File: src/rtl/qrd_pkg.sv
// Shared types and codes for the quadrature rotation decoder.
package qrd_pkg;

    typedef enum logic [2:0] {
        PH_IDLE     = 3'd0,
        PH_FWD_BOTH = 3'd1,
        PH_FWD_B    = 3'd2,
        PH_FWD_OFF  = 3'd3,
        PH_BCK_BOTH = 3'd4,
        PH_BCK_A    = 3'd5,
        PH_BCK_OFF  = 3'd6
    } phase_t;

    typedef enum logic [1:0] {
        ROT_NONE = 2'd0,
        ROT_FWD  = 2'd1,
        ROT_BCK  = 2'd2
    } rot_t;

    typedef struct packed {
        logic step;
        logic act_a;
        logic act_b;
    } qrd_sample_t;

endpackage

File: src/rtl/qrd_fsm.sv
// Detent cycle state machine of the quadrature rotation decoder.
module qrd_fsm
    import qrd_pkg::*;
(
    input  logic        aclk,
    input  logic        aresetn,
    input  qrd_sample_t sample,
    output rot_t        rotation
);

    phase_t phase_reg;
    phase_t phase_next;
    logic   both_idle;

    assign both_idle = !sample.act_a && !sample.act_b;

    always_ff @(posedge aclk) begin
        if (!aresetn) begin
            phase_reg <= PH_IDLE;
        end else if (sample.step) begin
            phase_reg <= phase_next;
        end
    end

    always_comb begin
        phase_next = phase_reg;
        rotation   = ROT_NONE;
        unique case (phase_reg)
            PH_FWD_BOTH: begin
                if (sample.act_a && sample.act_b) begin
                    phase_next = PH_FWD_B;
                end else if (both_idle) begin
                    phase_next = PH_IDLE;
                end
            end
            PH_FWD_B: begin
                if (!sample.act_a && sample.act_b) begin
                    phase_next = PH_FWD_OFF;
                end else if (both_idle) begin
                    phase_next = PH_IDLE;
                end
            end
            PH_BCK_BOTH: begin
                if (sample.act_a && sample.act_b) begin
                    phase_next = PH_BCK_A;
                end else if (both_idle) begin
                    phase_next = PH_IDLE;
                end
            end
            PH_BCK_A: begin
                if (sample.act_a && !sample.act_b) begin
                    phase_next = PH_BCK_OFF;
                end else if (both_idle) begin
                    phase_next = PH_IDLE;
                end
            end
            PH_FWD_OFF: begin
                if (both_idle) begin
                    rotation   = ROT_FWD;
                    phase_next = PH_IDLE;
                end
            end
            PH_BCK_OFF: begin
                if (both_idle) begin
                    rotation   = ROT_BCK;
                    phase_next = PH_IDLE;
                end
            end
            default: begin
                phase_next = PH_IDLE;
                if (sample.act_a != sample.act_b) begin
                    phase_next = sample.act_a ? PH_FWD_BOTH : PH_BCK_BOTH;
                end
            end
        endcase
    end

`ifndef ASSERT_OFF
    a_report_returns_idle: assert property (@(posedge aclk) disable iff (!aresetn)
        (sample.step && rotation != ROT_NONE) |=> phase_reg == PH_IDLE)
        else $error("Phase did not return to idle after a reported step.");

    a_fwd_from_fwd_off: assert property (@(posedge aclk) disable iff (!aresetn)
        (rotation == ROT_FWD) |-> (phase_reg == PH_FWD_OFF && both_idle))
        else $error("Forward step reported outside the final forward phase.");
`endif

endmodule

File: src/rtl/quadrature_rotation_decoder.sv
// Top level of the quadrature rotation decoder with input and result registers.
//
// The decoder takes one sample of the encoder lines A and B per transfer on the
// s_ channel (s_valid, s_ready, s_line_a, s_line_b) and returns exactly one
// result per sample on the m_ channel (m_valid, m_ready, m_rotation): 0 for no
// change, 1 when a forward detent cycle completes, 2 for a backward one.
// cfg_wr_en with cfg_wr_data sets the rest level of the lines (1 for pull-up)
// and should only be written while no transfer is outstanding.
// A sample lands in the input register, passes through the state machine and
// its result is held in the result register until the receiver takes it. One
// sample is taken every cycle while the receiver keeps up.
// When m_ready is held low the result register holds its value, the input
// register fills, and s_ready then drops until the receiver takes the result.
// Synchronous reset returns the state machine to idle, empties both registers
// and sets the rest level to 1.
module quadrature_rotation_decoder
    import qrd_pkg::*;
(
    input  logic       aclk,
    input  logic       aresetn,
    input  logic       cfg_wr_en,
    input  logic       cfg_wr_data,
    input  logic       s_valid,
    output logic       s_ready,
    input  logic       s_line_a,
    input  logic       s_line_b,
    output logic       m_valid,
    input  logic       m_ready,
    output logic [1:0] m_rotation
);

    logic        idle_level_reg;
    logic        in_valid_reg;
    logic        line_a_reg;
    logic        line_b_reg;
    logic        out_valid_reg;
    rot_t        rotation_reg;
    logic        advance;
    qrd_sample_t sample;
    rot_t        rotation;

    assign advance = in_valid_reg && (!out_valid_reg || m_ready);
    assign s_ready = !in_valid_reg || advance;

    assign sample.step  = advance;
    assign sample.act_a = line_a_reg != idle_level_reg;
    assign sample.act_b = line_b_reg != idle_level_reg;

    always_ff @(posedge aclk) begin
        if (!aresetn) begin
            idle_level_reg <= 1'b1;
        end else if (cfg_wr_en) begin
            idle_level_reg <= cfg_wr_data;
        end
    end

    always_ff @(posedge aclk) begin
        if (!aresetn) begin
            in_valid_reg <= 1'b0;
        end else if (s_ready) begin
            in_valid_reg <= s_valid;
        end
    end

    always_ff @(posedge aclk) begin
        if (s_valid && s_ready) begin
            line_a_reg <= s_line_a;
            line_b_reg <= s_line_b;
        end
    end

    qrd_fsm u_fsm (
        .aclk     (aclk),
        .aresetn  (aresetn),
        .sample   (sample),
        .rotation (rotation)
    );

    always_ff @(posedge aclk) begin
        if (!aresetn) begin
            out_valid_reg <= 1'b0;
        end else if (advance) begin
            out_valid_reg <= 1'b1;
        end else if (m_ready) begin
            out_valid_reg <= 1'b0;
        end
    end

    always_ff @(posedge aclk) begin
        if (advance) begin
            rotation_reg <= rotation;
        end
    end

    assign m_valid    = out_valid_reg;
    assign m_rotation = rotation_reg;

`ifndef ASSERT_OFF
    a_ready_when_empty: assert property (@(posedge aclk) disable iff (!aresetn)
        !out_valid_reg |-> s_ready)
        else $error("Input not ready although the result register is empty.");

    a_input_held: assert property (@(posedge aclk) disable iff (!aresetn)
        (in_valid_reg && !advance) |=> in_valid_reg)
        else $error("A stalled sample was lost from the input register.");

    a_rotation_code: assert property (@(posedge aclk) disable iff (!aresetn)
        out_valid_reg |-> (rotation_reg == ROT_NONE || rotation_reg == ROT_FWD ||
                           rotation_reg == ROT_BCK))
        else $error("Result register holds an undefined rotation code.");
`endif

endmodule

File: config.mk
export PLATFORM = sky130hd
export DESIGN_NAME = quadrature_rotation_decoder
export DESIGN_NICKNAME = d
export VERILOG_FILES = /design/src/rtl/qrd_pkg.sv /design/src/rtl/qrd_fsm.sv /design/src/rtl/quadrature_rotation_decoder.sv
export SDC_FILE = /design/constraint.sdc
export NUM_CORES = 1
export LEC_CHECK = 0
export BUFFER_PORTS_ARGS = -buffer_cell sky130_fd_sc_hd__buf_2
export CORE_AREA = 3 3 40 42
export CTS_CLUSTER_SIZE = 30
export DETAILED_ROUTE_END_ITERATION = 12
export DIE_AREA = 0 0 43 45
export SLEW_MARGIN = 10
export SYNTH_ARGS = -nofsm -noshare
export SYNTH_HDL_FRONTEND = slang
export SYNTH_HIERARCHICAL = 1
export SYNTH_SLANG_ARGS = --single-unit
File: constraint.sdc
create_clock -name aclk -period 1.85 [get_ports aclk]
set_input_delay 0.185 -clock aclk [delete_from_list [all_inputs] [get_ports aclk]]
set_output_delay 0.185 -clock aclk [all_outputs]
set_load 0.01 [all_outputs]
Yosys cells after proc, flatten, opt, wreduce, memory -nomap -nowiden. Cells that the tools add are included.

Word-level logic and storage cells: 43. Output and inout bits: 4. Register bits: 10.

Eq/ne operators: 9. Reductions and logical operators: 14. Mux-type cells: 13.

Operators with widths (count): $mux W3 (7); $pmux W3 S5 (1); $eq A3 B3 Y1 const B (3); $eq A3 B2 Y1 const B (2); $logic_and A1 B1 Y1 (6); $logic_not A1 Y1 (4); $pmux W2 S2 (1); $eq A3 B1 Y1 const B (1); $mux W1 (3); $ne A1 B1 Y1 (3); $logic_or A1 B1 Y1 (2); $mux W2 (1); $reduce_bool A2 Y1 (1); $reduce_or A2 Y1 (1).

Longest topological paths before layout. Gate-level depths: netlist of the first run.

Depth in word-level cells: 6. Mapped depth: 5. Depth with buffers taken out: 4.

Modules after synthesis. The synthesis of the first run kept the hierarchy.

Modules (own cells, without submodules): quadrature_rotation_decoder (cells an instance 18, instances 1, seq. area each 180.2 µm², area an instance 275.3 µm²); qrd_fsm (cells an instance 29, instances 1, seq. area each 60.1 µm², area an instance 246.5 µm²).

Worst setup path before layout of the first run. No wires, ideal clock.

Kind: register -> register. Start point: register out_valid_reg, in the netlist m_valid. End point: register u_fsm.phase_reg[2]. Arrival: 1.232 ns. Required time: 1.733 ns. Path slack: 0.500 ns. Path buffers: 0. Stages on the path, launching flop included: 5. Cells stage by stage: dfxtp_1 nor2b_4 nor2b_1 o21ai_1 a32o_1.

Cells in the longest elaborated chain, start to end: 3.

RTL lines: start: declaration (line quadrature_rotation_decoder.sv:36) `logic out_valid_reg;`; start signal: assignment (line quadrature_rotation_decoder.sv:81) `out_valid_reg <= 1'b0;`; start signal: assignment (line quadrature_rotation_decoder.sv:83) `out_valid_reg <= 1'b1;`; start signal: assignment (line quadrature_rotation_decoder.sv:85) `out_valid_reg <= 1'b0;`; $logic_not A1 Y1 (line quadrature_rotation_decoder.sv:42) `assign advance = in_valid_reg && (!out_valid_reg || m_ready);`; $logic_or A1 B1 Y1 (line quadrature_rotation_decoder.sv:42); $logic_and A1 B1 Y1 (line quadrature_rotation_decoder.sv:42); via advance (line quadrature_rotation_decoder.sv:38) `logic advance;`; end signal: assignment (line qrd_fsm.sv:21) `phase_reg <= phase_next;`; end: declaration (line qrd_fsm.sv:11) `phase_t phase_reg;`.

The timed path passes the listed nets, and every way through them passes these cells. A chain may end at the register's enable or synchronous reset.

==> results by group, run 1 <==
Outcome
  – Status: complete, no violations

Synthesis
  – Largest area contributor in the netlist: dfxtp_1
  – Synth Area in XOR/XNOR: 0.0504
  – Ys async rst share: 0
  – Post-synth EDFFs: 4
  – Seq cells post-synth: 10
  – Simple-gate share of the synthesized area: 0.221
  – Syn_area_per_cell: 11.1 µm²
  – Mapped Cells: 47
  – Cell Area, Synth: 522 µm²
  – Ys flop type: dfxtp_1
  – Synth Warn #: 6
  – Synth top area share: 0.230
  – Multiplexer share of the synthesized area: 0.0192
  – Number of library cell types mapped by synthesis: 28
  – Syn nets: 55
  – Compound-gate portion of the synthesized area: 0.187
  – Synth Area in Adders: 0
  – Top cells by area, synth: dfxtp_1, edfxtp_1, and4b_1, xor2_1, a32o_1
  – Post-synthesis sequential area ratio: 0.460
  – Largest family of logic cells by synthesized area: simple AND/OR/NAND/NOR gates

Drt
  – DRC viols: 0
  – Vias/cell: 5.40
  – WL per Instance: 11.6 µm
  – Routed Antenna Nets: 0
  – Final wirelength: 873 µm
  – DRT iter0 DRCs: 9
  – DRT Pass-1 Iters: 4
  – Via count: 405

Timing
  – RSZ-0062 raised after global routing: false
  – Max_slew headroom: 0.800
  – Setup tns final: 0 ns
  – Final Hold Fails: 0
  – WHS: 0.0933 ns
  – Slew Limit Fails: 0
  – Final WS setup: 0.477 ns
  – Final setup violation count: 0
  – Post-layout min period: 1.37 ns
  – Skew final: 0.00380 ns
  – Final Cycle Share: 0.742
  – Maximum clock frequency: 0.728 GHz
  – Slew of the pin with the lowest slew margin: 0.299 ns

Critical path
  – Worst Path Max Fanout: 9
  – Critical path capture point type: flip-flop
  – Required time of the worst setup path: 2.06 ns
  – Setup crit start kind: flip-flop
  – Worst setup path category: flip-flop to flip-flop
  – WP data arrival: 1.59 ns

Place
  – Placed cell count: 72
  – DP HPWL: 637 µm
  – Port Buffers: 11
  – Setup WS pre-CTS: 0.467 ns
  – GP Congestion: 0.643
  – Area after DPL: 589 µm²

Clock tree
  – CTS Hold Bufs: 0
  – Post-cts sizing count: 0
  – Post-CTS setup buffer count: 0
  – Latest clock arrival within the worst-skew pair: 0.27 ns
  – Clock-pin slew on the worst setup and hold paths: 0.07 ns
  – Clock tree sinks: 10
  – CTS H-tree lvls: 1
  – Longest Clk Path Bufs: 2
  – Root Buffer: clkbuf_4
  – TritonCTS clock tree: built
  – Inserted Clock Buffers: 3

Final layout
  – Post-route insts no fill: 75
  – N_diodes: 0
  – Max reg flops: 3
  – Final nets: 70
  – Syn-to-layout area delta: 17.3%
  – Finished Core Util: 0.476
  – Layout cells sized above 1: 0.317
  – Final Cell Area: 612 µm²

Pwr
  – Pwr Density: 776 nW/µm²
  – VDD IR max: 246 µV
  – Pleak: 0.270 nW
  – Pwr Total: 475 µW

Floorplanning
  – Placeable core area: 1280 µm²
  – DIE WIDTH: 43 µm
  – Die ar.: 1940 µm²
  – # IOs: 12
  – Row count: 13
  – Vert. Die Dim: 45 µm
  – Initial Util: 0.406

Global route
  – Vias in the first global route: 374
  – Initial antenna violation count: 0
  – Largest net degree at the start of global routing: 11
  – Total gr overflow: 0
  – Total GRT Usage: 0.112
  – Global-route wire length before repair: 1590 µm

Hold path
  – Worst Hold Class: primary input to flip-flop

Run
  – Max Cap Viol: 0
## worst max-delay path, stage by stage (launching register included)
cell and delay (ns):
edfxtp_1 0.38, xor2_1 0.15, buf_4 0.16, and3b_1 0.17, o311ai_1 0.25, and4b_1 0.21
## Yosys cell counts, types with 2 or more instances
| library cell | number |
|---|---|
| dfxtp_1 | 6 |
| edfxtp_1 | 4 |
| and4b_1 | 3 |
| nor2b_1 | 3 |
| xor2_1 | 3 |
| a21oi_1 | 2 |
| a32o_1 | 2 |
| buf_2 | 2 |
| nor2_1 | 2 |
| o21ai_1 | 2 |
## cell families after synthesis
logic type                Yosys count
xor gates and xnor gates            3
DFF                                10
AOI/OAI and AO/OA                  14
buffers and inverters               5
and+or+nand+nor                    14
muxes                               1
## cell type report
type | count | area [µm²]
Timing Repair Buffer | 14 | 77.6
Inverter | 1 | 3.75
Tap cell | 15 | 18.8
Sequential cell | 10 | 240
Fill cell | 127 | 673
Clock buffer | 3 | 22.5
Multi-Input combinational cell | 32 | 249
## report_power, final
part	total [mW]	leakage, nW	switching [mW]	internal (mW)
sequential	0.254	0.0877	0.0129	0.241
combinational	0.0707	0.169	0.0338	0.0368
clock	0.150	0.0138	0.0752	0.0752
## layout by cell type (no fill, tap or decap), drive strengths merged
cell    netlist  final
buf           4     14
dfxtp         6      6
edfxtp        4      4
nor2b         4      4
xor2          3      3
clkbuf        0      3
and4b         3      3
o21ai         3      3
a21oi         2      2
nor2          2      2
a32o          2      2
nand3b        1      1
inv           1      1
o21a          1      1
mux2i         1      1
nand2         1      1
a21boi        1      1
and2          1      1
o211ai        1      1
a31oi         1      1
o31ai         1      1
a211oi        1      1
nand4         1      1
and3b         1      1
o311ai        1      1
## path summary, 6_finish.rpt
check                            start                         endpoint  slack, ns  depth (start not counted)
setup / recovery  line_b_reg$_DFFE_PP_  u_fsm/phase_reg[0]$_SDFFE_PN0P_       0.48                          5
hold / removal                s_line_a             line_a_reg$_DFFE_PP_       0.09                          1
setup reg to reg  line_b_reg$_DFFE_PP_  u_fsm/phase_reg[0]$_SDFFE_PN0P_       0.48                          5
hold reg to reg   m_valid$_SDFFE_PN0P_        in_valid_reg$_SDFFE_PN0P_       0.53                          2
## per-layer routing
| layer | up-vias | track usage | share of wire |
|---|---|---|---|
| met5 | - | 0 | 0 |
| met4 | 0 | 0.0723 | 0.018 |
| met2 | 21 | 0.165 | 0.43 |
| met1 | 177 | 0.140 | 0.47 |
| li1 | 205 | - | - |
| met3 | 2 | 0.0359 | 0.078 |
No activity file was read; power rests on OpenSTA's default activity.
==> run 2: changes to the inputs <==
- clock period: 1.85 -> 1.3 ns (I/O delays scaled with it)
==> run 2 against run 1 <==
Effect of this change: the flow now finishes with violations (setup timing); setup slack got worse by 0.51 ns; sequential power increased by 40%; die area unchanged; combinational power increased by 87%; largest cell class unchanged; critical path type unchanged; critical endpoint unchanged.
==> results by group, run 2 (synthesis gave the netlist of run 1 again) <==
Outcome
  – Status: finished with violations
  – Violated checks: setup timing

Pwr
  – VDD IR max: 450 µV
  – Pwr Density: 1060 nW/µm²
  – Pleak: 0.296 nW

Final layout
  – Register area: 241 µm²
  – Max reg flops: 3
  – N_diodes: 0
  – Final Cell Area: 656 µm²
  – Commonest non-fill, non-tap cell in the layout: buf_2
  – FILL cells: 116
  – Syn-to-layout area delta: 25.7%
  – Post-route insts no fill: 80
  – Finished Core Util: 0.510
  – Final nets: 75
  – Multi-input gate area: 254 µm²
  – Layout cells sized above 1: 0.415
  – Most frequent cells in the layout: buf_2, buf_4, dfxtp_1

Timing
  – Setup tns final: -0.0464 ns
  – Post-layout min period: 1.33 ns
  – Slew of the pin with the lowest slew margin: 0.313 ns
  – RSZ-0062 raised after global routing: true
  – Final Hold Fails: 0
  – Final WS setup: -0.0301 ns
  – Skew final: 0.00205 ns
  – Slew Limit Fails: 0
  – Max_slew headroom: 0.790
  – Maximum clock frequency: 0.752 GHz
  – Final Cycle Share: 1.02
  – Final setup violation count: 3

Hold path
  – Worst Hold Class: primary input to flip-flop

Floorplanning
  – Vert. Die Dim: 45 µm
  – Placeable core area: 1280 µm²
  – Die ar.: 1940 µm²
  – DIE WIDTH: 43 µm
  – Initial Util: 0.406
  – # IOs: 12
  – Row count: 13

Critical path
  – Setup crit start kind: flip-flop
  – Required time of the worst setup path: 1.51 ns
  – Worst setup path category: flip-flop to flip-flop
  – Critical path capture point type: flip-flop
  – WP data arrival: 1.54 ns
  – Worst Path Max Fanout: 8

Place
  – GP Congestion: 0.745
  – Area after DPL: 629 µm²
  – DP HPWL: 693 µm
  – Placed cell count: 77
  – Port Buffers: 11

Drt
  – DRT Pass-1 Iters: 4
  – Vias/cell: 5.36
  – DRC viols: 0
  – Via count: 429
  – DRT iter0 DRCs: 12
  – Routed Antenna Nets: 0
  – Final wirelength: 994 µm
  – WL per Instance: 12.4 µm

Clock tree
  – Clock-pin slew on the worst setup and hold paths: 0.06 ns
  – Clock tree sinks: 10
  – Latest clock arrival within the worst-skew pair: 0.26 ns
  – TritonCTS clock tree: built
  – CTS H-tree lvls: 1
  – Inserted Clock Buffers: 3
  – Root Buffer: clkbuf_4
  – Longest Clk Path Bufs: 2

Global route
  – Largest net degree at the start of global routing: 11
  – Vias in the first global route: 410
  – Initial antenna violation count: 0
  – Total GRT Usage: 0.125
  – Total gr overflow: 0
  – Global-route wire length before repair: 1750 µm

Run
  – Max Cap Viol: 0
run 2: cell count changes in the layout (fill, tap and decap cells not counted):
| cell | before | now |
|---|---|---|
| buf_4 | 3 | 8 |
| dfxtp_1 | 6 | 5 |
| dfxtp_2 | 0 | 1 |
| nor2_1 | 2 | 1 |
| nor2_2 | 0 | 1 |
| nor2b_1 | 3 | 2 |
| nor2b_2 | 0 | 1 |
run 2: repair_timing:
item | 4_1_cts | 5_1_grt
buffers inserted | 0 | 0
endpoints found under the setup margin | 4 | 5
resized for setup | 1 | 1
pin swaps | 3 | 3
hold buffers | 0 | 0
run 2: per-layer routing:
metal,global-route usage,up-vias,share of wire
met1,0.148,197,0.44
met3,0.0359,0,0.086
met2,0.195,19,0.47
met4,0.0904,0,0
li1,-,213,-
met5,0,-,0
run 2: path summary, 6_finish.rpt:
kind / slack (ns) / to / cells past startpoint / start
setup / recovery: -0.03 / u_fsm/phase_reg[0]$_SDFFE_PN0P_ / 5 / line_a_reg$_DFFE_PP_
hold / removal: 0.04 / line_b_reg$_DFFE_PP_ / 1 / s_line_b
setup reg to reg: -0.03 / u_fsm/phase_reg[0]$_SDFFE_PN0P_ / 5 / line_a_reg$_DFFE_PP_
hold reg to reg: 0.50 / idle_level_reg$_SDFFE_PN1P_ / 2 / idle_level_reg$_SDFFE_PN1P_
run 2: critical path, stage by stage (launching register included):
cell and delay [ns]:
edfxtp_1 0.37, xor2_1 0.15, buf_4 0.16, and3b_1 0.17
o311ai_1 0.21, and4b_1 0.21
run 2: area by class of cell:
cell class / instances / share of cell area
multi-input combinational: 32 / 0.387
sequential: 10 / 0.368
timing repair buffer: 19 / 0.176
clock buffer: 3 / 0.0344
tap: 15 / 0.0286
inverter: 1 / 0.00573
run 2: where the power goes:
part / internal [mW] / switching [mW] / total, mW
logic: 0.0693 / 0.0630 / 0.132
clock network: 0.107 / 0.0997 / 0.206
registers: 0.343 / 0.0123 / 0.356
total: 0.519 / 0.175 / 0.695
run 2: through the flow:
step	setup WS, ns	hold WS, ns	total power, mW
2_1_floorplan	0.0117	0.192	0.441
3_3_place_gp	-0.0521	0.307	0.489
3_5_place_dp	-0.0663	0.309	0.490
4_1_cts	-0.0391	0.0301	0.705
5_1_grt	-0.133	0.0311	0.739
6_report	-0.0301	0.0430	0.695
==> run 3: changes to the inputs <==
- MAX_ROUTING_LAYER: default -> met4
==> run 3 against run 2 <==
Effect of this change: the flow still finishes with violations (setup timing); clock power barely moved; wire length rose by 2.2%; total power hardly changed; sequential share of layout area stayed put; sequential power about the same; die area is the same; maximum frequency is 0.32% lower.
==> results by group, run 3 (synthesis gave the netlist of run 1 again) <==
Place
  – Placed cell count: 77
  – DP HPWL: 693 µm
  – Port Buffers: 11
  – GP Congestion: 0.755

Drt
  – Vias/cell: 5.43
  – Via count: 434
  – DRC viols: 0
  – DRT Pass-1 Iters: 4
  – Final wirelength: 1020 µm
  – DRT iter0 DRCs: 9
  – WL per Instance: 12.7 µm
  – Routed Antenna Nets: 0

Critical path
  – CP startpoint: line_a_reg$_DFFE_PP_
  – Cells along the critical path: xor2_1 > buf_4 > and3b_1 > o311ai_1 > and4b_1
  – Setup crit start kind: flip-flop
  – Crit-path max cell delay: 0.37 ns
  – WP data arrival: 1.54 ns
  – Worst setup path category: flip-flop to flip-flop
  – Highest-delay cell along the critical path: edfxtp_1
  – Required time of the worst setup path: 1.51 ns
  – Worst Path Max Fanout: 8
  – Critical path capture point type: flip-flop
  – RR Startpoint: line_a_reg$_DFFE_PP_

Global route
  – Largest net degree at the start of global routing: 11
  – Total GRT Usage: 0.130
  – Total gr overflow: 0
  – Initial antenna violation count: 0
  – Vias in the first global route: 408
  – Global-route wire length before repair: 1770 µm

Floorplanning
  – Vert. Die Dim: 45 µm
  – Row count: 13
  – Die ar.: 1940 µm²
  – DIE WIDTH: 43 µm
  – Initial Util: 0.406
  – # IOs: 12
  – Placeable core area: 1280 µm²

Timing
  – Final Hold Fails: 0
  – Final setup violation count: 3
  – Final Cycle Share: 1.03
  – Max_slew headroom: 0.787
  – Slew Limit Fails: 0
  – Skew final: 0.00200 ns
  – Maximum clock frequency: 0.749 GHz
  – Slew of the pin with the lowest slew margin: 0.318 ns
  – Final WS setup: -0.0343 ns
  – Post-layout min period: 1.33 ns
  – RSZ-0062 raised after global routing: true

Pwr
  – Pwr Total: 695 µW
  – Pwr Density: 1060 nW/µm²
  – VDD IR max: 453 µV
  – Pleak: 0.296 nW

Outcome
  – Status: finished with violations
  – Violated checks: setup timing

Clock tree
  – Clock-pin slew on the worst setup and hold paths: 0.06 ns
  – Clock tree sinks: 10
  – TritonCTS clock tree: built
  – Longest Clk Path Bufs: 2
  – CTS H-tree lvls: 1
  – Inserted Clock Buffers: 3
  – Latest clock arrival within the worst-skew pair: 0.26 ns
  – CTS Hold Bufs: 0
  – Root Buffer: clkbuf_4

Final layout
  – N_diodes: 0
  – Syn-to-layout area delta: 25.7%
  – Layout cells sized above 1: 0.415
  – Final nets: 75
  – Commonest non-fill, non-tap cell in the layout: buf_2
  – Most frequent cells in the layout: buf_2, buf_4, dfxtp_1
  – Post-route insts no fill: 80
  – FILL cells: 116
  – Max reg flops: 3

Run
  – Max Cap Viol: 0

Hold path
  – Worst Hold Class: primary input to flip-flop
  – Hold path startpoint: s_line_a
[run 3: cell counts in the layout (fill, tap and decap cells not counted)]
No cell type changed its count.
[run 3: critical path, delay by kind of cell (launching register included)]
| family | cells | cell delay, ns |
|---|---|---|
| AND/OR/NAND/NOR | 2 | 0.39 |
| flip-flops | 1 | 0.37 |
| AO/OA/AOI/OAI | 1 | 0.21 |
| buffers and inverters | 1 | 0.16 |
| XOR/XNOR | 1 | 0.15 |
[run 3: final timing paths]
path / endpoint / slack, ns / depth (start not counted)
setup / recovery: u_fsm/phase_reg[0]$_SDFFE_PN0P_ / -0.03 / 5
hold / removal: line_a_reg$_DFFE_PP_ / 0.04 / 1
setup reg to reg: u_fsm/phase_reg[0]$_SDFFE_PN0P_ / -0.03 / 5
hold reg to reg: idle_level_reg$_SDFFE_PN1P_ / 0.50 / 2
[run 3: report_power, final]
group | leakage (nW) | total [mW] | switching (mW) | internal [mW]
Combinational | 0.195 | 0.133 | 0.0635 | 0.0692
Sequential | 0.0873 | 0.356 | 0.0126 | 0.343
Clock | 0.0138 | 0.206 | 0.0994 | 0.107
[run 3: timing repair]
action,CTS,global route
pin swaps,3,3
setup buffers,0,0
resized for setup,1,1
setup endpoints to repair,4,5
[run 3: cell type report]
cell class	count	area (µm²)	share of cell area
tap	15	18.8	0.0286
sequential	10	241	0.368
inverter	1	3.75	0.00573
timing repair buffer	19	115	0.176
clock buffer	3	22.5	0.0344
multi-input combinational	32	254	0.387
[run 3: layer usage]
metal / track usage / vias up / part of all wire / routed length (µm)
met3: 0.0359 / 0 / 0.078 / 79
met1: 0.150 / 202 / 0.47 / 480
li1: - / 215 / - / -
met5: - / - / 0 / 0
met2: 0.195 / 17 / 0.45 / 456
met4: 0.0904 / 0 / 0 / 0
[run 3: stage by stage]
step	worst slack, ns	util	setup TNS, ns	cell area, µm²	hold WS, ns
5_1_grt	-0.133	0.510	-0.463	656	0.0311
4_1_cts	-0.0391	0.508	-0.114	653	0.0301
2_1_floorplan	0.0117	-	0	524	0.192
3_3_place_gp	-0.0521	0.490	-0.127	629	0.307
3_5_place_dp	-0.0663	0.490	-0.130	629	0.309
6_report	-0.0343	0.510	-0.0454	656	0.0441
